===== src/design/odo_pkg.sv =====
// ----------------------------------------------------------------------------
// odo_pkg: shared types and constants for the wheel odometry block
// Field widths, fixed-point scales, polynomial coefficients and the
// structs that travel between front end, queue, divider and back end.
// ----------------------------------------------------------------------------
`default_nettype none

package odo_pkg;

  // fraction bits of the internal position accumulators
  localparam int POS_FRAC_BITS = 32;
  localparam int TRAV_SHIFT    = 56 - POS_FRAC_BITS;
  localparam int POS_SHIFT     = POS_FRAC_BITS - 16;

  // trig values are Q30; scaling a 64-bit value splits at bit 32
  localparam int TRIG_FRAC      = 30;
  localparam int RATE_SHIFT     = 24;
  localparam int LIN_DIV_SHIFT  = 16;

  // stream payload widths
  localparam int IN_TDATA_W  = 64;
  localparam int OUT_TDATA_W = 160;

  // configuration port
  localparam int CFG_IDX_W  = 1;
  localparam int CFG_DATA_W = 18;
  localparam logic [CFG_IDX_W-1:0] CFG_WHEEL_RADIUS     = 1'b0;
  localparam logic [CFG_IDX_W-1:0] CFG_WHEEL_SEPARATION = 1'b1;
  localparam logic [15:0] RADIUS_RST = 16'd6554;
  localparam logic [17:0] SEP_RST    = 18'd32768;

  // encoder wrap handling
  localparam logic signed [16:0] ENC_WRAP = 17'sd65533;
  localparam logic signed [16:0] ENC_HALF = 17'sd32766;

  // arithmetic constants
  localparam logic [31:0] TRAVEL_K  = 32'd959504903;   // pi * 2^40 / 3600
  localparam logic [31:0] RATE_K    = 32'd1608495439;  // pi * 512e6
  localparam logic [31:0] SEP_SCALE = 32'd3600;
  localparam logic [31:0] VEL_SCALE = 32'd1000000;
  localparam logic [30:0] QUARTER   = 31'h4000_0000;

  // odd sine series, innermost coefficient first
  localparam logic [31:0] SIN_SEED = 32'd172272;
  localparam logic [31:0] SIN_COEF [4] = '{
    32'd5026995, 32'd85569306, 32'd693598668, 32'd1686629713
  };

  // queue between front end and back end
  localparam int FIFO_DEPTH = 4;
  localparam int FIFO_AW    = $clog2(FIFO_DEPTH);
  localparam int FIFO_CW    = $clog2(FIFO_DEPTH + 1);

  // divider
  localparam int DIV_STEPS = 64;
  localparam int DIV_CW    = $clog2(DIV_STEPS);

  // one classified sample, ready for the back end
  typedef struct packed {
    logic               upd;   // pose and velocity get updated
    logic signed [15:0] dl;    // left wheel change
    logic signed [15:0] dr;    // right wheel change, negated
    logic [31:0]        t;     // elapsed time
  } odo_cmd_t;

  typedef struct packed {
    logic full;
    logic empty;
  } odo_fifo_st_t;

  typedef struct packed {
    logic        start;
    logic [63:0] dividend;
    logic [31:0] divisor;
  } odo_div_req_t;

  typedef struct packed {
    logic        done;
    logic [63:0] quotient;
  } odo_div_rsp_t;

endpackage

`default_nettype wire


===== src/design/odo_front.sv =====
// ----------------------------------------------------------------------------
// odo_front: sample intake
// Accepts encoder beats, forms both wheel changes against the stored
// angles with wrap folding, flags whether the pose moves, and queues it.
// ----------------------------------------------------------------------------
`default_nettype none

module odo_front
  import odo_pkg::*;
(
  input  logic                  clk_i,
  input  logic                  rst_ni,
  input  logic                  s_tvalid_i,
  output logic                  s_tready_o,
  input  logic [IN_TDATA_W-1:0] s_tdata_i,   // left_position, right_position, elapsed_time
  input  odo_fifo_st_t          fifo_st_i,
  output logic                  push_o,
  output odo_cmd_t              cmd_o
);

  logic [15:0] last_l_q, last_l_d;
  logic [15:0] last_r_q, last_r_d;
  logic        primed_q, primed_d;

  logic [15:0] cur_l, cur_r;
  logic [31:0] cur_t;
  logic signed [15:0] wl, wr;

  // fold a raw difference back into +-32766
  function automatic logic signed [15:0] fold(input logic [15:0] prev, input logic [15:0] cur);
    logic signed [16:0] d;
    d = $signed({1'b0, cur}) - $signed({1'b0, prev});
    if (d > ENC_HALF) begin
      d = d - ENC_WRAP;
    end else if (d < -ENC_HALF) begin
      d = d + ENC_WRAP;
    end
    return d[15:0];
  endfunction

  assign cur_l = s_tdata_i[15:0];
  assign cur_r = s_tdata_i[31:16];
  assign cur_t = s_tdata_i[63:32];

  assign s_tready_o = !fifo_st_i.full;
  assign push_o     = s_tvalid_i && !fifo_st_i.full;

  assign wl = fold(last_l_q, cur_l);
  assign wr = fold(last_r_q, cur_r);

  // classify the beat
  always_comb begin
    cmd_o.upd = primed_q && (cur_t != 32'd0);
    cmd_o.dl  = wl;
    cmd_o.dr  = 16'sd0 - wr;
    cmd_o.t   = cur_t;
    last_l_d  = push_o ? cur_l : last_l_q;
    last_r_d  = push_o ? cur_r : last_r_q;
    primed_d  = push_o ? 1'b1 : primed_q;
  end

  always_ff @(posedge clk_i or negedge rst_ni) begin
    if (!rst_ni) begin
      last_l_q <= 16'd0;
      last_r_q <= 16'd0;
      primed_q <= 1'b0;
    end else begin
      last_l_q <= last_l_d;
      last_r_q <= last_r_d;
      primed_q <= primed_d;
    end
  end

endmodule

`default_nettype wire


===== config.mk =====
export PLATFORM = sky130hd
export DESIGN_NAME = odo_front
export DESIGN_NICKNAME = d
export VERILOG_FILES = /design/src/design/odo_pkg.sv /design/src/design/odo_front.sv
export SDC_FILE = /design/constraint.sdc
export NUM_CORES = 1
export LEC_CHECK = 0
export BUFFER_PORTS_ARGS = -buffer_cell sky130_fd_sc_hd__clkbuf_2
export CORE_MARGIN = 5
export CORE_UTILIZATION = 59
export CTS_BUF_LIST = sky130_fd_sc_hd__clkbuf_2
export DETAILED_ROUTE_END_ITERATION = 6
export HOLD_SLACK_MARGIN = 0.05
export PLACE_DENSITY = 0.88
export SKIP_LAST_GASP = 1
export SLEW_MARGIN = 20
export SYNTH_ARGS = -nofsm -noshare
export SYNTH_HDL_FRONTEND = slang
export SYNTH_SLANG_ARGS = --single-unit
export TNS_END_PERCENT = 5

===== constraint.sdc =====
create_clock -name clk_i -period 9 [get_ports clk_i]
set_input_delay 1.8 -clock clk_i [delete_from_list [all_inputs] [get_ports clk_i]]
set_output_delay 1.8 -clock clk_i [all_outputs]
set_load 0.01 [all_outputs]

==> Word-level counts from Yosys, hierarchy flattened <==
Index checks and enable logic that the tools add are counted.
{ "classes": {"n_addsub": 7, "muxes": 4, "order_cmp": 4, "n_reduce_logical": 4} }
{ "op_table": {"columns": ["cell", "count"], "rows": [
  ["$mux W16", 4],
  ["$gt A17 B16 Y1 const B", 2],
  ["$lt A17 B16 Y1 const B", 2],
  ["$sub A16 B16 Y17", 2],
  ["$add A16 B3 Y16 const B", 2],
  ["$reduce_bool A32 Y1", 1],
  ["$sub A16 B3 Y16 const B", 2],
  ["$sub A1 B16 Y16 const A", 1],
  ["$logic_and A1 B1 Y1", 2],
  ["$logic_not A1 Y1", 1]
]} }
{ "totals": {"inputBits": 69, "ff_bits": 33, "out_inout_bits": 67, "word_cells": 22} }

==> Depth between registers and ports, before layout <==
{ "depth": {"word_depth": 5, "ltp_mapped": 18, "ltp_nobuf": 18} }

==> Worst setup path after synthesis <==
No wires, ideal clock.
{ "synth_path": {"path_kind": "input to output", "start": "input port s_tdata_i[16]", "end": "output port cmd_o[45] (netlist bit)", "required_ns": 7.200, "n_path_buf": 1, "path_stages": 17, "slack_ns": 1.668, "arrival_time_ns": 5.532, "path_cell_list": "inv_1 -> ha_1 -> inv_1 -> fa_1 -> a211oi_2 -> o31a_2 -> a221oi_1 -> or2_1 -> clkbuf_2 -> nand4b_2 -> o41a_1 -> o32ai_1 -> xnor2_1 -> o211ai_2 -> and4bb_2 -> nand4_1 -> xnor2_1"} }
{ "synth_lines": {"columns": ["item", "line", "source"], "rows": [
  ["start: declaration", "odo_front.sv:15", "input logic [IN_TDATA_W-1:0] s_tdata_i,"],
  ["end: declaration", "odo_front.sv:18", "output odo_cmd_t cmd_o"]
]} }

==> flow_summary.json <==
{
  "drtAntennaViolNets": 0,
  "clk_pin_slew_ns": 0.22,
  "leakage_nw": 2.57,
  "n_antenna_cell": 0,
  "clock_sinks": 33,
  "yosysTopAreaCellShare_pct": 16.5,
  "worstPathCellList": "clkbuf_2 -> inv_1 -> ha_1 -> inv_1 -> fa_1 -> a211oi_2 -> nor2_1 -> xnor2_1 -> nor4_1 -> and4_1 -> a41o_1 -> nand3_1 -> a2111oi_4 -> o211ai_2 -> and4bb_2 -> nand4b_1 -> xnor2_1 -> clkbuf_2",
  "crit_slowest_cell": "a2111oi_4",
  "layout_common_cells": "clkbuf_2 (139), nand2_1 (60), o21ai_0 (53), inv_1 (49), xnor2_1 (42)",
  "htreeDepth": 2,
  "cts_root_buffer": "clkbuf_2",
  "ys_seq_area_share_pct": 16.5,
  "antenna_found_initial": 0,
  "wire_per_inst_um": 15.8,
  "report.final.slew_viol_count": 0,
  "hold_viol_final": 0,
  "io_pins": 136,
  "finalSetupViolCount": 0,
  "die_width_um": 102,
  "ys_async_sr_fraction_pct": 100,
  "viasPerCell": 5.98,
  "synthCells": 656,
  "crit_fanout": 5,
  "synth_seq_cells": 33,
  "grt_pass1_vias": 5052,
  "preCtsSetupSlack_ns": 1.06,
  "die_y_um": 102,
  "io_buffers": 134,
  "synth_top_area_cell": "dfrtp_1",
  "setup.worst_path.end_class": "primary output",
  "skew_ns": 0,
  "required_ns": 7.20,
  "max-clock-path-buffers": 2,
  "grt_max_degree": 65,
  "num_rows": 33,
  "area_growth_pct": 12.2,
  "regArea_um2": 826,
  "synth_edf_count": 0,
  "drv_cap": 0,
  "synth_area_leaders": "dfrtp_1 (17%), ha_1 (9.8%), xnor2_1 (7.4%)",
  "gr-total-overflow": 0,
  "synth_fp_nets": 766,
  "gp_congestion": 0.897,
  "drive_above_1_share_pct": 23.0,
  "start_util_pct": 60.8,
  "dr.pass1.iters": 7,
  "worst_slew_pin_slew_ns": 0.917,
  "drt_iter0_drc": 231,
  "layout_commonest_cell": "clkbuf_2",
  "core_um2": 8220,
  "hp-class": "reg -> reg",
  "min_period_ns": 8.02,
  "outcome": "finished, final reports clean",
  "post_cts_resize_count": 0,
  "yosysUniqueCellTypes": 79,
  "critPathMaxStageDelay_ns": 0.54,
  "multiInputGateArea_um2": 3680,
  "drcViolationCount": 0,
  "clk_latency_ns": 0.39,
  "die_area_um2": 10400,
  "max_freq_ghz": 0.125,
  "groute.usage.overall_pct": 26.0,
  "fillers": 728,
  "fin_nets": 860,
  "worst-setup-path-type": "in -> out",
  "setup_ws_ns": 0.984,
  "netlist_area_um2": 5000,
  "hold_buffers": 0,
  "slew_headroom_pct": 38.4,
  "start_kind": "input pin",
  "cts_tree": "yes",
  "vias": 5121,
  "post-cts-setup-buffers": 0,
  "syn_area_per_cell_um2": 7.62,
  "rsz0062_at_grt": "false",
  "power_mw": 1.13,
  "final_core_utilization_pct": 68.3,
  "arrival_ns": 6.22,
  "hpwl_um": 11000,
  "p_per_area_nw_per_um2": 201,
  "tns_ns": 0,
  "synthFlopType": "dfrtp_1",
  "yosys_warnings": 0,
  "numCtsBuffers": 5,
  "ir_worst_vdd_uv": 132,
  "grt_pass1_wl_um": 22600,
  "finalCritPeriodShare_pct": 89.1,
  "wl_um": 13500
}
-- area by class of cell --
cell class                 count  share of cell area, %
clock buffer                   5                  0.446
clock inverter                 3                   1.23
inverter                      49                   3.28
multi-input combinational    524                   65.6
sequential                    33                   14.7
tap                          105                   2.34
timing repair buffer         137                   12.4
-- state kept, by name (all words and copies together), names as in the netlist --
signal	count
primed_q	1
last_r_q	16
last_l_q	16
-- routing by layer --
layer / global-route usage [%] / wire, um / vias up
met3: 4.10 / 659 / 14
met2: 48.3 / 7130 / 130
li1: - / - / 2550
met1: 31.2 / 5580 / 2427
met5: 0 / 0 / -
met4: 6.26 / 152 / 0
-- report_power, final --
group | switching, mW | leakage, nW | internal [mW]
sequential | 0.00545 | 0.401 | 0.167
combinational | 0.495 | 2.12 | 0.319
clock | 0.0626 | 0.0536 | 0.0759
total | 0.563 | 2.57 | 0.562
-- cells in the mapped netlist (16+ instances only) --
cell      count
nand2_1      60
nor3_1       17
xor2_1       20
dfrtp_1      33
xnor2_1      42
nor2_1       38
o21ai_0      53
nor4_1       22
a21oi_1      34
buf_4        32
ha_1         39
nand2b_1     16
inv_1        49
-- final timing paths --
kind	start	end	slack, ns	cells after the start
worst max-delay path	s_tdata_i[16]	cmd_o[47]	0.98	18
worst min-delay path	primed_q	primed_q	0.52	1
worst max register to register	primed_q	primed_q	8.20	1
worst min register to register	primed_q	primed_q	0.52	1
max in group asynchronous	rst_ni	last_l_q[15]	6.99	1
min in group asynchronous	rst_ni	last_r_q[3]	1.44	1
-- per-stage QoR --
step           cell area, um2  instances  hold WS, ns
6_report                 5610        856        0.523
3_5_place_dp             5520        848        0.462
4_1_cts                  5610        856        0.512
3_3_place_gp             5520        848        0.452
5_1_grt                  5610        856        0.540
2_1_floorplan            5000        656        0.440
-- critical path, delay by kind of cell --
kind                     cells  cell delay (ns)
AO/OA/AOI/OAI                4             1.38
adder cells (fa/ha/maj)      2             0.60
XOR/XNOR                     2             0.38
AND/OR/NAND/NOR              6             1.72
buffers and inverters        4             0.35
-- cells by family after synthesis --
| kind of cell | share of synthesized area [%] |
|---|---|
| buf+inv | 9.98 |
| fa+ha+maj | 10.6 |
| flops | 16.5 |
| mux | 1.08 |
| xor+xnor | 10.9 |
| simple gates | 24.5 |
| compound gates | 26.5 |
(Power assumes the default switching activity.)
