<file path="src/design/odo_pkg.sv">
// ----------------------------------------------------------------------------
// odo_pkg: shared types and constants for the wheel odometry block
// Field widths, fixed-point scales, polynomial coefficients and the
// structs that travel between front end, queue, divider and back end.
// ----------------------------------------------------------------------------
`default_nettype none

package odo_pkg;

  // fraction bits of the internal position accumulators
  localparam int POS_FRAC_BITS = 32;
  localparam int TRAV_SHIFT    = 56 - POS_FRAC_BITS;
  localparam int POS_SHIFT     = POS_FRAC_BITS - 16;

  // trig values are Q30; scaling a 64-bit value splits at bit 32
  localparam int TRIG_FRAC      = 30;
  localparam int RATE_SHIFT     = 24;
  localparam int LIN_DIV_SHIFT  = 16;

  // stream payload widths
  localparam int IN_TDATA_W  = 64;
  localparam int OUT_TDATA_W = 160;

  // configuration port
  localparam int CFG_IDX_W  = 1;
  localparam int CFG_DATA_W = 18;
  localparam logic [CFG_IDX_W-1:0] CFG_WHEEL_RADIUS     = 1'b0;
  localparam logic [CFG_IDX_W-1:0] CFG_WHEEL_SEPARATION = 1'b1;
  localparam logic [15:0] RADIUS_RST = 16'd6554;
  localparam logic [17:0] SEP_RST    = 18'd32768;

  // encoder wrap handling
  localparam logic signed [16:0] ENC_WRAP = 17'sd65533;
  localparam logic signed [16:0] ENC_HALF = 17'sd32766;

  // arithmetic constants
  localparam logic [31:0] TRAVEL_K  = 32'd959504903;   // pi * 2^40 / 3600
  localparam logic [31:0] RATE_K    = 32'd1608495439;  // pi * 512e6
  localparam logic [31:0] SEP_SCALE = 32'd3600;
  localparam logic [31:0] VEL_SCALE = 32'd1000000;
  localparam logic [30:0] QUARTER   = 31'h4000_0000;

  // odd sine series, innermost coefficient first
  localparam logic [31:0] SIN_SEED = 32'd172272;
  localparam logic [31:0] SIN_COEF [4] = '{
    32'd5026995, 32'd85569306, 32'd693598668, 32'd1686629713
  };

  // queue between front end and back end
  localparam int FIFO_DEPTH = 4;
  localparam int FIFO_AW    = $clog2(FIFO_DEPTH);
  localparam int FIFO_CW    = $clog2(FIFO_DEPTH + 1);

  // divider
  localparam int DIV_STEPS = 64;
  localparam int DIV_CW    = $clog2(DIV_STEPS);

  // one classified sample, ready for the back end
  typedef struct packed {
    logic               upd;   // pose and velocity get updated
    logic signed [15:0] dl;    // left wheel change
    logic signed [15:0] dr;    // right wheel change, negated
    logic [31:0]        t;     // elapsed time
  } odo_cmd_t;

  typedef struct packed {
    logic full;
    logic empty;
  } odo_fifo_st_t;

  typedef struct packed {
    logic        start;
    logic [63:0] dividend;
    logic [31:0] divisor;
  } odo_div_req_t;

  typedef struct packed {
    logic        done;
    logic [63:0] quotient;
  } odo_div_rsp_t;

endpackage

`default_nettype wire

</file>
<file path="src/design/odo_div.sv">
// ----------------------------------------------------------------------------
// odo_div: shared radix-2 divider
// 64-bit dividend over 32-bit nonzero divisor, one quotient bit a cycle.
// ----------------------------------------------------------------------------
`default_nettype none

module odo_div
  import odo_pkg::*;
(
  input  logic         clk_i,
  input  logic         rst_ni,
  input  odo_div_req_t req_i,
  output odo_div_rsp_t rsp_o
);

  logic              busy_q;
  logic              done_q;
  logic [DIV_CW-1:0] cnt_q;
  logic [31:0]       rem_q;
  logic [31:0]       dsr_q;
  logic [63:0]       quo_q;

  logic [32:0] trial;
  logic [32:0] diff;
  logic        fits;

  assign trial = {rem_q, quo_q[63]};
  assign diff  = trial - {1'b0, dsr_q};
  assign fits  = (trial >= {1'b0, dsr_q});

  assign rsp_o.done     = done_q;
  assign rsp_o.quotient = quo_q;

  always_ff @(posedge clk_i or negedge rst_ni) begin
    if (!rst_ni) begin
      busy_q <= 1'b0;
      done_q <= 1'b0;
      cnt_q  <= '0;
      rem_q  <= '0;
      dsr_q  <= '0;
      quo_q  <= '0;
    end else begin
      done_q <= 1'b0;
      if (req_i.start) begin
        busy_q <= 1'b1;
        cnt_q  <= '0;
        rem_q  <= '0;
        dsr_q  <= req_i.divisor;
        quo_q  <= req_i.dividend;
      end else if (busy_q) begin
        // shift in one dividend bit, subtract when it fits
        rem_q <= fits ? diff[31:0] : trial[31:0];
        quo_q <= {quo_q[62:0], fits};
        cnt_q <= cnt_q + 1'b1;
        if (cnt_q == DIV_CW'(DIV_STEPS - 1)) begin
          busy_q <= 1'b0;
          done_q <= 1'b1;
        end
      end
    end
  end

endmodule

`default_nettype wire

</file>
<file path="config.mk">
export PLATFORM = sky130hd
export DESIGN_NAME = odo_div
export DESIGN_NICKNAME = d
export VERILOG_FILES = /design/src/design/odo_pkg.sv /design/src/design/odo_div.sv
export SDC_FILE = /design/constraint.sdc
export NUM_CORES = 1
export LEC_CHECK = 0
export BUFFER_PORTS_ARGS = -buffer_cell sky130_fd_sc_hd__buf_2
export CELL_PAD_IN_SITES_DETAIL_PLACEMENT = 2
export CELL_PAD_IN_SITES_GLOBAL_PLACEMENT = 2
export CORE_MARGIN = 1
export CORE_UTILIZATION = 36
export CTS_CLUSTER_DIAMETER = 120
export DETAILED_ROUTE_END_ITERATION = 8
export PLACE_DENSITY_LB_ADDON = 0.1
export REMOVE_ABC_BUFFERS = 1
export SETUP_SLACK_MARGIN = 0.2
export SYNTH_ARGS = -nofsm -noshare
export SYNTH_HDL_FRONTEND = slang
export SYNTH_SLANG_ARGS = --single-unit
</file>
<file path="constraint.sdc">
create_clock -name clk_i -period 4.4 [get_ports clk_i]
set_clock_uncertainty 0.05 [all_clocks]
set_input_delay 0.88 -clock clk_i [delete_from_list [all_inputs] [get_ports clk_i]]
set_output_delay 0.88 -clock clk_i [all_outputs]
set_load 0.02 [all_outputs]
</file>
# [Word-level counts from Yosys, hierarchy flattened]
# Index checks and enable logic that the tools add are counted.
[word_totals] reg_bits=136 word_cells=24 input_bits=99
[op_classes] magnitude_cmp=1 muxes=13 n_eq_ne=1 n_reduce_logical=1 n_addsub=2
[ops] operator="$mux W64" n=2
[ops] operator="$mux W32" n=3
[ops] operator="$ge A33 B32 Y1" n=1
[ops] operator="$sub A32 B32 Y32" n=1
[ops] operator="$mux W6" n=2
[ops] operator="$add A6 B1 Y6 const B" n=1
[ops] operator="$eq A6 B6 Y1 const B" n=1
[ops] operator="$mux W1" n=6
[ops] operator="$reduce_bool A2 Y1" n=1

# [Logic depth before layout (Yosys ltp)]
[depth] ltp_word=4 ltp_mapped=13

# [Worst setup path after synthesis]
# No wires, ideal clock.
[synth_timing] path_kind="reg-to-reg" startpoint="register quo_q[63]" endpoint="register rem_q[30]" stages_incl_launch_ff=13 path_buffers=0 t_required_ns=4.227 slack_ns=1.482 t_arrival_ns=2.745 cell_sequence="dfrtp_1 -> inv_1 -> ha_1 -> fa_1 -> nor2b_1 -> o21ai_0 -> a21oi_1 -> o211ai_1 -> a32oi_1 -> nand3b_1 -> and4_1 -> o21a_1 -> o221a_2"
[synth_between] elab_chain_cells=4 word_cells_on_any_way=5 cone_classes="add/sub (1); order compare (1); mux (3)"
[synth_rtl] item="start, declared" line="odo_div.sv:21" source="logic [63:0] quo_q;"
[synth_rtl] item="start signal, assigned" line="odo_div.sv:49" source="quo_q <= req_i.dividend;"
[synth_rtl] item="start signal, assigned" line="odo_div.sv:53" source="quo_q <= {quo_q[62:0], fits};"
[synth_rtl] item="$sub A32 B32 Y32 or $ge A33 B32 Y1 (tied branches)" line="odo_div.sv:28, odo_div.sv:29"
[synth_rtl] item="$mux W32 *" line="odo_div.sv:52" source="rem_q <= fits ? diff[31:0] : trial[31:0];"
[synth_rtl] item="$mux W32 *" line="odo_div.sv:50" source="end else if (busy_q) begin"
[synth_rtl] item="$mux W32 *" line="odo_div.sv:44" source="if (req_i.start) begin"
[synth_rtl] item="end signal, assigned" line="odo_div.sv:52"
[synth_rtl] item="end, declared" line="odo_div.sv:19" source="logic [31:0] rem_q;"
# Every way passes the cells marked *; elsewhere a longest branch is shown, timed or not. The select of a mux whose other input is x is not followed.
# A chain may end at the register's enable or synchronous reset.

# [Worst setup path in the final report]
[layout_timing] startpoint="register quo_q[63]" endpoint="register rem_q[26]"
# Same word-level chain as after synthesis.

==> flow_metrics.py <==
metrics = {
    "outcome": {
        "status": "finished clean",
    },
    "timing": {
        "finalSetupViolations": 0,
        "rsz0062_at_grt": "false",
        "fmax_mhz": 282,
        "worst_slew_pin_slew_ns": 0.839,
        "finalCritPeriodShare": 0.805,
        "relSlewSlack": 0.441,
        "setup_tns_ns": 0,
        "fin_ws_ns": 0.860,
        "period_needed_ns": 3.54,
        "drv_slew": 0,
        "hold_viol": 0,
    },
    "logic_synthesis": {
        "synth.area.top_cells": "dfrtp_1 43%, mux2i_1 8.4%, nand2_1 7.8%, o21ai_0 7.7%, ha_1 5.3%",
        "synthAdderAreaFrac": 0.0552,
        "postSynthAreaPerCell_um2": 8.92,
        "synth_edf_count": 0,
        "synth_common_cells": "164 x nand2_1, 136 x dfrtp_1, 121 x o21ai_0",
        "synth_top_family_by_area": "compound AO/OA/AOI/OAI gates",
        "synth_cell_types": 63,
        "ys_seq_area_frac": 0.434,
        "yosys_most_used_dff": "dfrtp_1",
        "yosys.area_share.simple": 0.145,
        "syn_inst": 879,
        "ys_warn_count": 0,
        "synth_xor_area_frac": 0.0313,
        "async_reset_ff_frac": 1.00,
        "ys_ff_latch": 136,
        "synthMuxAreaShare": 0.0885,
        "yosys.area.top_type": "dfrtp_1",
        "synth_area_um2": 7840,
        "synth_most_common_cell": "nand2_1",
        "synth-compound-area-share": 0.193,
        "synth_top_area_frac": 0.434,
    },
    "global_routing": {
        "globalRouteTotalUtil": 0.238,
        "grt_pass1_wl_mm": 41.4,
        "grt_antenna_before_repair": 3,
        "grt_pass1_vias": 7778,
        "grt_max_degree": 93,
        "gr-total-overflow": 0,
    },
    "detailed_routing": {
        "viasPerCell": 5.37,
        "ant_nets": 0,
        "routedWlPerCell_um": 19.5,
        "routed_wl_mm": 25.5,
        "drt_pass1_iterations": 4,
        "vias": 7011,
        "drt-initial-drc-count": 249,
        "drc": 0,
    },
    "clocking": {
        "cts_made_buffers": 17,
        "cts_resized": 0,
        "postCtsSetupBuffers": 0,
        "cts_root_buf": "clkbuf_16",
        "cts_tree": "yes",
        "clk_pin_slew_ns": 0.06,
        "htree_levels": 4,
        "clock_latency_ns": 0.44,
        "hold_buffers": 0,
        "cts.sinks": 136,
        "clock_path_buffers": 2,
    },
    "critical_path": {
        "max_stage_delay_ns": 0.63,
        "path_buf_inv": 1,
        "crit_path_top_delay_cell": "a32oi_1",
        "cp_top_family": "compound AO/OA/AOI/OAI gates",
        "crit_chain": "inv_1, ha_1, fa_1, nor2b_1, o21ai_0, a21oi_1, o211ai_1, a32oi_1, a21oi_1, xnor2_1, nand2_1, a311oi_1",
        "endpoint_kind": "flop",
        "path_max_fanout": 5,
        "worstPathRequired_ns": 4.66,
        "crit_type": "reg2reg",
        "start_kind": "flop",
        "path_common_cell": "a21oi_1",
        "crit_arrival_ns": 3.80,
        "cp_num_cells": 12,
        "ff2ff_path_depth": 12,
    },
    "floorplanning": {
        "start_util": 0.370,
        "coreArea_um2": 21200,
        "die_x_um": 150,
        "fp.dieArea_um2": 22400,
        "die_h_um": 150,
        "io_pins": 164,
        "rows": 53,
    },
    "worst_hold_path": {
        "hp-class": "in2async",
    },
    "place": {
        "dp_hpwl_mm": 17.5,
        "globalplace.congestion": 0.795,
        "post-place-ws_ns": 0.896,
        "io_buffers": 163,
    },
    "cells_and_area": {
        "post-route-util": 0.449,
        "fillers": 2416,
        "nNetsFinal": 1150,
        "syn_to_final_growth_pct": 21.5,
        "drive_gt1_frac": 0.213,
        "n_antenna_cell": 0,
    },
    "pwr": {
        "powerDensity_nw_per_um2": 501,
        "leakage_nw": 5.02,
        "fin_total_pwr_mw": 4.77,
        "ir_worst_vdd_uv": 273,
    },
    "flow_run": {
        "drv_cap": 0,
    },
}
[power breakdown]
part           leakage (nW)  switching, mW  total, mW  internal, mW
Combinational          3.01          0.985       1.60         0.616
Sequential             1.71          0.130       1.54          1.41
Clock                 0.309          0.618       1.63          1.01
[stage by stage]
stage | std cells | area [µm²] | hold WS (ns)
2_1_floorplan | 826 | 7610 | 0.435
3_3_place_gp | 1273 | 8880 | 0.465
3_5_place_dp | 1273 | 8880 | 0.486
4_1_cts | 1305 | 9530 | 0.497
5_1_grt | 1305 | 9530 | 0.510
6_report | 1305 | 9530 | 0.411
[kinds of logic (layout without fill, tap and decap cells)]
| logic type | after synthesis | after routing |
|---|---|---|
| XOR/XNOR | 28 | 28 |
| flip-flops | 136 | 136 |
| AO/OA/AOI/OAI | 244 | 244 |
| AND/OR/NAND/NOR | 265 | 265 |
| adder cells (fa/ha/maj) | 34 | 34 |
| buffers and inverters | 103 | 254 |
| multiplexers | 69 | 69 |
[state kept, by name (all words and copies together), names as in the netlist]
| signal | cells |
|---|---|
| quo_q | 64 |
| busy_q | 1 |
| dsr_q | 32 |
| rem_q | 32 |
| cnt_q | 6 |
| done_q | 1 |
[per-layer routing]
metal | wire length [µm] | up-vias | global-route usage | part of all wire
met3 | 1470 | 39 | 0.0744 | 0.058
li1 | - | 3334 | - | -
met5 | 37 | - | 0 | 0.0015
met4 | 424 | 6 | 0.0694 | 0.017
met2 | 12100 | 145 | 0.395 | 0.48
met1 | 11400 | 3487 | 0.295 | 0.45
[final timing paths]
| path | startpoint | to | slack (ns) |
|---|---|---|---|
| worst min-delay path | rst_ni | dsr_q[14] | 0.41 |
| worst max register to register | quo_q[63] | rem_q[26] | 0.86 |
| worst min register to register | dsr_q[30] | dsr_q[30] | 0.49 |
| min in group clk_i | dsr_q[30] | dsr_q[30] | 0.49 |
| max in group asynchronous | rst_ni | quo_q[34] | 2.94 |
| worst max-delay path | quo_q[63] | rem_q[26] | 0.86 |
[placed cells by master, fill, tap and decap left out, drive strengths merged, types with 2 or more instances in the layout]
cell type / instances
nor3: 3
bufinv: 5
nor3b: 2
nand4: 13
o21ai: 123
xor2: 9
a21oi: 39
a21boi: 3
clkinv: 3
and3: 6
a211oi: 3
a311oi: 25
nand2: 165
o21bai: 7
mux2i: 66
dfrtp: 136
buf: 172
mux2: 3
o21a: 7
a211o: 3
clkbuf: 18
nor2b: 4
or3: 2
nand3b: 3
nand2b: 3
nand3: 5
a31oi: 2
nor2: 51
o31a: 2
inv: 53
xnor2: 19
a32oi: 2
clkinvlp: 3
ha: 33
and4: 2
nor4: 3
o211ai: 5
a21o: 12
[final cells by class]
| class | instances | area [µm²] | share of cell area |
|---|---|---|---|
| Multi-Input combinational cell | 640 | 4020 | 0.422 |
| Sequential cell | 136 | 3410 | 0.358 |
| Timing Repair Buffer | 172 | 921 | 0.0967 |
| Clock buffer | 18 | 429 | 0.0450 |
| Tap cell | 275 | 344 | 0.0361 |
| Clock inverter | 14 | 220 | 0.0231 |
| Inverter | 50 | 188 | 0.0197 |
Power figures use the tool's default switching activity.
