File: src/design/odo_pkg.sv
// ----------------------------------------------------------------------------
// odo_pkg: shared types and constants for the wheel odometry block
// Field widths, fixed-point scales, polynomial coefficients and the
// structs that travel between front end, queue, divider and back end.
// ----------------------------------------------------------------------------
`default_nettype none

package odo_pkg;

  // fraction bits of the internal position accumulators
  localparam int POS_FRAC_BITS = 32;
  localparam int TRAV_SHIFT    = 56 - POS_FRAC_BITS;
  localparam int POS_SHIFT     = POS_FRAC_BITS - 16;

  // trig values are Q30; scaling a 64-bit value splits at bit 32
  localparam int TRIG_FRAC      = 30;
  localparam int RATE_SHIFT     = 24;
  localparam int LIN_DIV_SHIFT  = 16;

  // stream payload widths
  localparam int IN_TDATA_W  = 64;
  localparam int OUT_TDATA_W = 160;

  // configuration port
  localparam int CFG_IDX_W  = 1;
  localparam int CFG_DATA_W = 18;
  localparam logic [CFG_IDX_W-1:0] CFG_WHEEL_RADIUS     = 1'b0;
  localparam logic [CFG_IDX_W-1:0] CFG_WHEEL_SEPARATION = 1'b1;
  localparam logic [15:0] RADIUS_RST = 16'd6554;
  localparam logic [17:0] SEP_RST    = 18'd32768;

  // encoder wrap handling
  localparam logic signed [16:0] ENC_WRAP = 17'sd65533;
  localparam logic signed [16:0] ENC_HALF = 17'sd32766;

  // arithmetic constants
  localparam logic [31:0] TRAVEL_K  = 32'd959504903;   // pi * 2^40 / 3600
  localparam logic [31:0] RATE_K    = 32'd1608495439;  // pi * 512e6
  localparam logic [31:0] SEP_SCALE = 32'd3600;
  localparam logic [31:0] VEL_SCALE = 32'd1000000;
  localparam logic [30:0] QUARTER   = 31'h4000_0000;

  // odd sine series, innermost coefficient first
  localparam logic [31:0] SIN_SEED = 32'd172272;
  localparam logic [31:0] SIN_COEF [4] = '{
    32'd5026995, 32'd85569306, 32'd693598668, 32'd1686629713
  };

  // queue between front end and back end
  localparam int FIFO_DEPTH = 4;
  localparam int FIFO_AW    = $clog2(FIFO_DEPTH);
  localparam int FIFO_CW    = $clog2(FIFO_DEPTH + 1);

  // divider
  localparam int DIV_STEPS = 64;
  localparam int DIV_CW    = $clog2(DIV_STEPS);

  // one classified sample, ready for the back end
  typedef struct packed {
    logic               upd;   // pose and velocity get updated
    logic signed [15:0] dl;    // left wheel change
    logic signed [15:0] dr;    // right wheel change, negated
    logic [31:0]        t;     // elapsed time
  } odo_cmd_t;

  typedef struct packed {
    logic full;
    logic empty;
  } odo_fifo_st_t;

  typedef struct packed {
    logic        start;
    logic [63:0] dividend;
    logic [31:0] divisor;
  } odo_div_req_t;

  typedef struct packed {
    logic        done;
    logic [63:0] quotient;
  } odo_div_rsp_t;

endpackage

`default_nettype wire

File: src/design/odo_fifo.sv
// ----------------------------------------------------------------------------
// odo_fifo: short command queue
// Decouples sample intake from the arithmetic sequencer.
// ----------------------------------------------------------------------------
`default_nettype none

module odo_fifo
  import odo_pkg::*;
(
  input  logic         clk_i,
  input  logic         rst_ni,
  input  logic         push_i,
  input  odo_cmd_t     cmd_i,
  input  logic         pop_i,
  output odo_cmd_t     cmd_o,
  output odo_fifo_st_t st_o
);

  odo_cmd_t mem_q [FIFO_DEPTH];
  logic [FIFO_AW-1:0] wr_ptr_q, rd_ptr_q;
  logic [FIFO_CW-1:0] cnt_q;

  assign st_o.full  = (cnt_q == FIFO_CW'(FIFO_DEPTH));
  assign st_o.empty = (cnt_q == '0);
  assign cmd_o      = mem_q[rd_ptr_q];

  // storage
  always_ff @(posedge clk_i) begin
    if (push_i) begin
      mem_q[wr_ptr_q] <= cmd_i;
    end
  end

  // pointers and fill level
  always_ff @(posedge clk_i or negedge rst_ni) begin
    if (!rst_ni) begin
      wr_ptr_q <= '0;
      rd_ptr_q <= '0;
      cnt_q    <= '0;
    end else begin
      if (push_i) begin
        wr_ptr_q <= wr_ptr_q + 1'b1;
      end
      if (pop_i) begin
        rd_ptr_q <= rd_ptr_q + 1'b1;
      end
      if (push_i && !pop_i) begin
        cnt_q <= cnt_q + 1'b1;
      end else if (pop_i && !push_i) begin
        cnt_q <= cnt_q - 1'b1;
      end
    end
  end

endmodule

`default_nettype wire

File: config.mk
export PLATFORM = sky130hd
export DESIGN_NAME = odo_fifo
export DESIGN_NICKNAME = d
export VERILOG_FILES = /design/src/design/odo_pkg.sv /design/src/design/odo_fifo.sv
export SDC_FILE = /design/constraint.sdc
export NUM_CORES = 1
export LEC_CHECK = 0
export BUFFER_PORTS_ARGS = -buffer_cell sky130_fd_sc_hd__buf_2
export CORE_MARGIN = 10
export CORE_UTILIZATION = 60
export DETAILED_ROUTE_END_ITERATION = 16
export GPL_TIMING_DRIVEN = 0
export PLACE_DENSITY = 0.83
export SLEW_MARGIN = 40
export SYNTH_ARGS = -nofsm -noshare
export SYNTH_HDL_FRONTEND = slang
export SYNTH_SLANG_ARGS = --single-unit
File: constraint.sdc
create_clock -name clk_i -period 4.7 [get_ports clk_i]
set_input_delay 0.705 -clock clk_i [delete_from_list [all_inputs] [get_ports clk_i]]
set_output_delay 0.705 -clock clk_i [all_outputs]
set_load 0.05 [all_outputs]
* After elaboration in Yosys (flattened, before gate mapping)
Memory sizes are Yosys's and may differ from the RTL's.
Cells that the tools add are included.
W data, S select, Z words.
** Cells by class
- Add/subtract/negate cells :: 4
- Equality and inequality tests :: 1
- Multiplexer cells :: 4
- Reduce and logical (&&, ||, !) cells :: 6
** Operator list (count)
- $mux W3 :: 2
- $add A2 B1 Y2 const B :: 2
- $add A3 B1 Y3 const B :: 1
- $eq A3 B3 Y1 const B :: 1
- $logic_not A3 Y1 :: 1
- $sub A3 B1 Y3 const B :: 1
- $logic_and A1 B1 Y1 :: 2
- $logic_not A1 Y1 :: 2
- $mux W1 :: 2
- $reduce_bool A2 Y1 :: 1
** Word-level totals
- Bits in registers :: 7
- RAM bits :: 260
- Input bits :: 69
- Output and inout bits :: 67
- Memories :: 1
** Memory list
- mem_q :: words 4, bits a word 65, rd ports 1, clocked after Yosys merged registers in 0, write ports 1, line odo_fifo.sv:19 : odo_cmd_t mem_q [FIFO_DEPTH];

* Longest topological paths before layout
Gate-level depths: netlist of run 1.
- Depth after elaboration :: 4
- Mapped depth :: 7
- Gate-level depth less buffers :: 7

* Worst setup path before layout of run 1
Ideal clock, no wire load.
- Path type :: input to register
- From :: in push_i
- To :: mem mem_q[1][0] in the netlist's numbering, enable pin
- Setup time :: 0.430 ns
- Data arrival time :: 2.234 ns
- Required time :: 4.270 ns
- Slack :: 2.036 ns
- Stages :: 1
- Path through :: and2_1
** On the way
- Word-level cells in the longest chain between the ends :: 2
** Ends and longest elaborated chain
- start: declaration :: line odo_fifo.sv:12 : input logic push_i,
- $mux W1 :: line odo_fifo.sv:29 : if (push_i) begin
- $mux W1 (not written as such) :: line odo_fifo.sv:30 : mem_q[wr_ptr_q] <= cmd_i;
- end: declaration :: line odo_fifo.sv:19
No other way between the ends.

==> summary.txt, run 1 <==
Outcome
  – Outcome: finished clean

STA
  – Minimum clock period: 2810 ps
  – Worst rel slew slack: 0.530
  – Unrepaired setup endpoints after global routing: no
  – Setup Total Neg Slack: 0 ps
  – Setup Viol. Count Final: 0
  – Final Hold Fails: 0
  – Max Slew Vio Count: 0
  – Least-Margin Pin Slew: 705 ps
  – Fmax: about 360 MHz
  – Final worst-path cycle share: 0.597
  – Clock skew: about 13 ps

Global route
  – Antenna violations before repair: 3
  – GR peak layer: met2
  – Met2 Use GR: 0.298
  – Global-route wire length before repair: between 20000 and 30000 um
  – GR Util All Layers: 0.177
  – Met1 Use GR: 0.223
  – Congestion Overflow GR: 0
  – Largest net degree at the start of global routing: 35
  – Met3 Use GR: 0.0516
  – Vias in the first global route: 4863

Synthesis
  – EDFF count, synth: 260
  – Sequential area share after synthesis: 0.814
  – Top FF cell, synth: edfxtp_1
  – Synth cell types: 20
  – Syn nets: 449
  – Syn. warnings: 0
  – Post-Synthesis Cells: 374
  – Count leader, synth: edfxtp_1
  – Commonest cells post-synth: 260 x edfxtp_1, 65 x mux4_2, 7 x dfrtp_1
  – Synth top area cells: edfxtp_1 80%, mux4_2 15%, dfrtp_1 1.8%
  – Ys async rst share: 0.0262
  – Post-synth top area share: 0.796
  – Synthesized area: roughly 0.0098 sq mm
  – Avg Inst Size Synth: between 20 and 30 sq um
  – Synth area leader: edfxtp_1
  – Seq cells post-synth: 267

Power and ir drop
  – PwrDens: 743 mW/mm^2
  – Worst VDD drop: 0.534 mV
  – Power, Total: 0.00874 W
  – Pleak: 4.08 nW

Drt
  – Post-route DRC: 0
  – Via-to-Cell Ratio: 5.79
  – Final ANT Viol Nets: 0
  – Final wirelength: approximately 19000 um
  – DR vias: 4492
  – Initial DRC count: 316
  – Drt wl/cell: 24.8 um
  – DRT Pass-1 Iters: 6

Clock tree
  – Postcts setup bufs: 0
  – Clk slew on worst S/H paths: 70 ps
  – Clk sinks: between 200 and 300
  – CTS H-Tree Depth: 1
  – Hold-fix buffers, CTS: 0
  – Longest Clk Path Bufs: 3
  – Root buffer cell: clkbuf_16
  – CTS buffer count: 25
  – CTS tree: built
  – Clk Latency, worst-skew pair: 510 ps
  – CTS resizes: 0

Critical path
  – Critical path required time: 3990 ps
  – Worst setup SP type: register
  – Crit end category: primary output
  – Crit Path Class: register to primary output
  – Worst path arrival time: 2100 ps
  – CP max FO: 10

Floorplan
  – Die width: 148 um
  – Rows: 46
  – Starting Density: 0.615
  – I/O pin cnt: roughly 140
  – Die Y: 148 um
  – Core area: around 0.016 sq mm
  – Die area: 0.0219 sq mm

Place
  – Final RePlAce weighted congestion: around 0.69
  – DP HPWL: 11800 um
  – IO Port Bufs: 135

Layout
  – Nets: 616
  – Layout cells sized above 1: 0.472
  – Area growth syn-to-layout: 19.8%

Flow run
  – Maximum capacitance violations: 0

Worst hold path
  – Worst hold path type: input pin to asynchronous set/reset pin
-- cell families (layout without fill, tap and decap cells) --
group / after synthesis / in the layout / share of synthesized area
fa+ha+maj: 6 / 6 / 0.00842
flops: 267 / 267 / 0.814
buf+inv: 19 / 204 / 0.0165
mux: 66 / 66 / 0.150
xor+xnor: 6 / 6 / 0.00536
compound gates: 1 / 1 / 0.000510
simple gates: 9 / 9 / 0.00497
other cells: 0 / 1 / 0
-- power by group --
part / internal (W) / total, W / switching (W)
clock network: 0.00130 / 0.00214 / 0.000833
logic: 0.00105 / 0.00336 / 0.00231
registers: 0.00311 / 0.00324 / 0.000130
total: 0.00547 / 0.00874 / 0.00327
-- sequential cells by signal (all words and copies together), names as in the netlist --
signal    count
wr_ptr_q      2
mem_q       260
rd_ptr_q      2
cnt_q         3
-- per-stage QoR --
step	instance area [sq um]	util	cells	hold slack, ps	setup slack, ps
after global placement	10800	0.675	725	474	766
after floorplan	9810	-	374	409	2040
after global routing	11800	0.737	775	12.2	1790
after CTS	11800	0.737	775	12.4	1850
after detailed placement	10900	0.681	730	520	2420
final	11800	0.737	776	26.6	1890
-- metal layers --
metal	vias up	part of all wire	routed length, um
met2	169	0.52	9960
met1	2350	0.39	7480
li1	1939	-	-
met3	30	0.079	1520
met4	4	0.014	268
met5	-	0.0013	25
-- layout by cell type, fill, tap and decap left out, types with 2 or more instances in the layout --
| master | n |
|---|---|
| clkinvlp_4 | 3 |
| inv_1 | 4 |
| xnor2_1 | 2 |
| buf_2 | 140 |
| xor2_1 | 4 |
| ha_1 | 5 |
| and2_4 | 4 |
| clkinv_1 | 4 |
| mux4_2 | 65 |
| dfrtp_1 | 7 |
| clkinv_4 | 2 |
| clkinv_2 | 5 |
| edfxtp_1 | 260 |
| buf_12 | 9 |
| clkbuf_1 | 2 |
| bufinv_16 | 6 |
| clkbuf_16 | 25 |
| nand2_1 | 2 |
| buf_4 | 3 |
-- critical path, stage by stage (launching register included) --
cell,delay [ps]
dfrtp_1,360
clkbuf_1,550
mux4_2,440
buf_2,240
-- cell type report --
type                       count  area [sq um]
multi-input combinational     88          1670
fill                         905          4190
sequential                   267          7980
buffer                        15           146
timing repair buffer         140           776
antenna                        1          2.50
tap                          216           270
inverter                       4          15.0
clock inverter                20           260
clock buffer                  25           626
-- path summary, 6_finish.rpt --
kind | from | end | slack (ps) | cells after the start
max | rd_ptr_q[1] | cmd_o[44] | 1890 | 3
max in group asynchronous | rst_ni | wr_ptr_q[1] | 4510 | 1
min reg2reg | cnt_q[2] | cnt_q[2] | 520 | 1
max reg2reg | wr_ptr_q[1] | mem_q[1][6] | 2880 | 4
min in group clk_i | cmd_i[12] | mem_q[3][12] | 410 | 1
min | rst_ni | cnt_q[1] | 30 | 1
(Power assumes the default switching activity.)
==> run 2: changes to the inputs <==
- ABC_AREA: default -> 1
- CORE_UTILIZATION: 60 -> 52
- PLACE_DENSITY: 0.83 -> 0.75
- clock period: 4.7 -> 2.37 ns (I/O delays scaled with it)
==> run 2 against run 1 <==
Effect of this change: sequential cell count unchanged; synthesized cell count up 120%; area after synthesis up 15%; highest routed layer unchanged.
==> summary.txt, run 2 <==
Global route
  – Largest net degree at the start of global routing: 44 (was 35)
  – Vias in the first global route: 6898 (was 4863)
  – Global-route wire length before repair: 37500 um (was 29800 um)
  – Antenna violations before repair: 3 (unchanged)
  – GR Util All Layers: 0.166 (was 0.177)
  – Congestion Overflow GR: 0 (unchanged)

Synthesis
  – Synthesized area: 0.0113 sq mm (was 0.00981 sq mm)
  – Syn. warnings: 0 (unchanged)
  – Synth Area in Simple Gates: 0.0734 (was 0.00498)
  – Avg Inst Size Synth: 14.0 sq um (was 26.2 sq um)
  – Ys async rst share: 0.0262 (unchanged)
  – XOR/XNOR Fraction of Synth Area: 0.00311 (was 0.00536)
  – Synth cell types: 22 (was 20)
  – Synth area leader: edfxtp_1 (unchanged)
  – EDFF count, synth: 260 (unchanged)
  – Largest family of logic cells by synthesized area: compound AO/OA/AOI/OAI gates (was multiplexers)
  – Post-synth top area share: 0.693 (was 0.796)
  – Post-Synthesis Cells: 806 (was 374)
  – Synth Area in Compound Gates: 0.120 (was 0.000510)
  – Count leader, synth: edfxtp_1 (unchanged)
  – Syn nets: 881 (was 449)
  – Seq cells post-synth: 267 (unchanged)
  – Mux share of post-synthesis cell area: 0 (was 0.150)
  – Synth top area cells: edfxtp_1 69%, o211ai_2 8.2%, nand2_1 6.6% (was edfxtp_1 80%, mux4_2 15%, dfrtp_1 1.8%)
  – Adder-cell area share of the yosys netlist: 0.00733 (was 0.00842)
  – Sequential area share after synthesis: 0.708 (was 0.814)
  – Commonest cells post-synth: 260 x edfxtp_1, 198 x nand2_1, 141 x inv_1 (was 260 x edfxtp_1, 65 x mux4_2, 7 x dfrtp_1)
  – Top FF cell, synth: edfxtp_1 (unchanged)

Place
  – IO Port Bufs: 135 (unchanged)
  – DP HPWL: 15000 um (was 11800 um)
  – Area after DPL: 0.0124 sq mm (was 0.0109 sq mm)
  – Final RePlAce weighted congestion: 0.729 (was 0.690)

STA
  – Max Slew Vio Count: 0 (unchanged)
  – Least-Margin Pin Slew: 321 ps (was 705 ps)
  – Unrepaired setup endpoints after global routing: no (unchanged)
  – WHS: 45.1 ps (was 26.6 ps)
  – Final worst-path cycle share: 0.957
  – Final Hold Fails: 0 (unchanged)
  – Setup Viol. Count Final: 0 (unchanged)
  – Clock skew: 5.03 ps (was 12.9 ps)
  – Minimum clock period: ~2300 ps
  – Worst rel slew slack: 0.786 (was 0.530)
  – Fmax: 441 MHz

Clock tree
  – Root buffer cell: clkbuf_16 (unchanged)
  – Longest Clk Path Bufs: 3 (unchanged)
  – Clk slew on worst S/H paths: 60 ps (was 70 ps)
  – CTS H-Tree Depth: 1 (unchanged)
  – CTS buffer count: 28 (was 25)
  – Clk Latency, worst-skew pair: 530 ps (was 510 ps)
  – CTS tree: built (unchanged)
  – Clk sinks: 267 (unchanged)
  – Postcts setup bufs: 0 (unchanged)

Critical path
  – Worst path arrival time: 1910 ps (was 2100 ps)
  – Slowest stage delay, CP: 400 ps (was 550 ps)
  – Critical path required time: 2010 ps (was 3990 ps)
  – Crit path max-delay cell type: dfrtp_1 (was clkbuf_1)
  – CP max FO: 10 (unchanged)
  – Crit end category: primary output (unchanged)
  – Crit path cell chain: inv_2 -> buf_6 -> clkbuf_4 -> o211ai_1 -> nand2_1 -> buf_2 (was clkbuf_1 -> mux4_2 -> buf_2)
  – Worst setup SP type: register (unchanged)
  – Crit Path Class: register to primary output (unchanged)

Drt
  – DRT Pass-1 Iters: 5 (was 6)
  – Post-route DRC: 0 (unchanged)
  – DR vias: 6533 (was 4492)
  – Via-to-Cell Ratio: 5.13 (was 5.79)
  – Initial DRC count: 456 (was 316)
  – Final ANT Viol Nets: 0 (unchanged)
  – Final wirelength: 23700 um (was 19300 um)
  – Drt wl/cell: 18.6 um (was 24.8 um)

Floorplan
  – Starting Density: 0.533 (was 0.615)
  – Die Y: 167 um (was 148 um)
  – I/O pin cnt: 136 (unchanged)
  – Core area: 0.0212 sq mm (was 0.0159 sq mm)
  – Die area: 0.0280 sq mm (was 0.0219 sq mm)
  – Rows: 53 (was 46)
  – Die width: 167 um (was 148 um)

Power and ir drop
  – Comb pwr share: 0.473 (was 0.384)
  – Sw Ratio: 0.438 (was 0.374)
  – Pleak: 5.48 nW (was 4.08 nW)
  – Worst VDD drop: 1.16 mV (was 0.534 mV)
  – P_sw: 0.00877 W (was 0.00327 W)
  – PwrDens: 1500 mW/mm^2 (was 743 mW/mm^2)
  – Clock Power Share: 0.205 (was 0.245)
  – P_int: 0.0112 W (was 0.00547 W)
  – Reg power frac: 0.322 (was 0.371)

Outcome
  – Outcome: finished clean (unchanged)

Layout
  – Max reg flops: 260 (unchanged)
  – Post-route cell area: 0.0133 sq mm (was 0.0118 sq mm)
  – Commonest non-fill, non-tap cells in the layout: 260 x edfxtp_1, 198 x nand2_1, 138 x buf_2, 137 x inv_1, 74 x o211ai_2 (was 260 x edfxtp_1, 140 x buf_2, 65 x mux4_2, 25 x clkbuf_16, 9 x buf_12)
  – Top Registers: mem_q x260, cnt_q x3 (unchanged)
  – Fill cell count: 1555 (was 905)
  – Area growth syn-to-layout: 18.3% (was 19.8%)
  – Nets: 1051 (was 616)
  – Layout cells sized above 1: 0.310 (was 0.472)
  – Top reg by flops: mem_q (unchanged)
  – Commonest non-fill, non-tap cell in the layout: edfxtp_1 (unchanged)

Flow run
  – Maximum capacitance violations: 0 (unchanged)

Worst hold path
  – Worst hold path type: input pin to register (was input pin to asynchronous set/reset pin)
-- run 2: per-layer routing --
metal	track usage	vias up	part of all wire
met5	0	-	0.00030
met4	0.0375	2	0.014
met3	0.0353	29	0.058
met2	0.287	166	0.50
met1	0.211	3187	0.43
li1	-	3149	-
-- run 2: layout make-up --
cell class              instances  area (sq um)  share of cell area
diodes                          2          5.00            0.000376
plain buffers                  44           467              0.0350
clock buffers                  37           756              0.0567
clock inverters                13           110             0.00826
inverters                     142           553              0.0415
multi-input cells             353          2300               0.172
flip-flops and latches        267          7980               0.599
well taps                     275           344              0.0258
repair buffers                140           813              0.0610
-- run 2: final timing paths --
path / start / end / slack (ps) / cells after the start
setup / recovery: rd_ptr_q[1] / cmd_o[31] / 100 / 6
hold / removal: cmd_i[59] / mem_q[1][59] / 50 / 1
setup reg to reg: wr_ptr_q[0] / mem_q[0][15] / 660 / 5
hold reg to reg: cnt_q[2] / cnt_q[2] / 500 / 2
max in group asynchronous: rst_ni / rd_ptr_q[1] / 2010 / 2
min in group asynchronous: rst_ni / cnt_q[1] / 200 / 2
-- run 2: through the flow --
step | util | TNS [ps] | cells | total power, W | setup slack [ps]
2_1_floorplan | - | 0 | 806 | 0.0136 | 16.8
3_3_place_gp | 0.581 | -286380 | 1216 | 0.0159 | -1140
3_5_place_dp | 0.587 | 0 | 1220 | 0.0161 | 546
4_1_cts | 0.628 | 0 | 1271 | 0.0202 | 5.58
5_1_grt | 0.630 | 0 | 1272 | 0.0211 | 3.23
6_report | 0.630 | 0 | 1273 | 0.0200 | 101
-- run 2: cell families after synthesis --
logic type,count (synthesis)
flops,267
fa+ha+maj,6
buf+inv,186
simple gates,212
compound gates,131
xor+xnor,4
-- run 2: timing repair --
| item | in CTS | in global routing |
|---|---|---|
| hold buffers | 1 | 0 |
| endpoints found under the hold margin | 7 | 0 |
| setup endpoints to repair | 1 | 35 |
| gates resized for setup | 1 | 12 |
-- run 2: power by group through the flow --
stage	Combinational, W	Sequential (W)	Clock, W
after floorplan	0.00705	0.00652	0
after global placement	0.00928	0.00660	0
after detailed placement	0.00955	0.00654	0
after CTS	0.00958	0.00644	0.00417
after global routing	0.0102	0.00652	0.00438
final	0.00947	0.00644	0.00411
-- run 2: worst max-delay path: cells and delay by family, from the launching register on --
family                 cells  cell delay, ps
flip-flops                 1             400
AO/OA/AOI/OAI              1             110
AND/OR/NAND/NOR            1             100
buffers and inverters      4             770
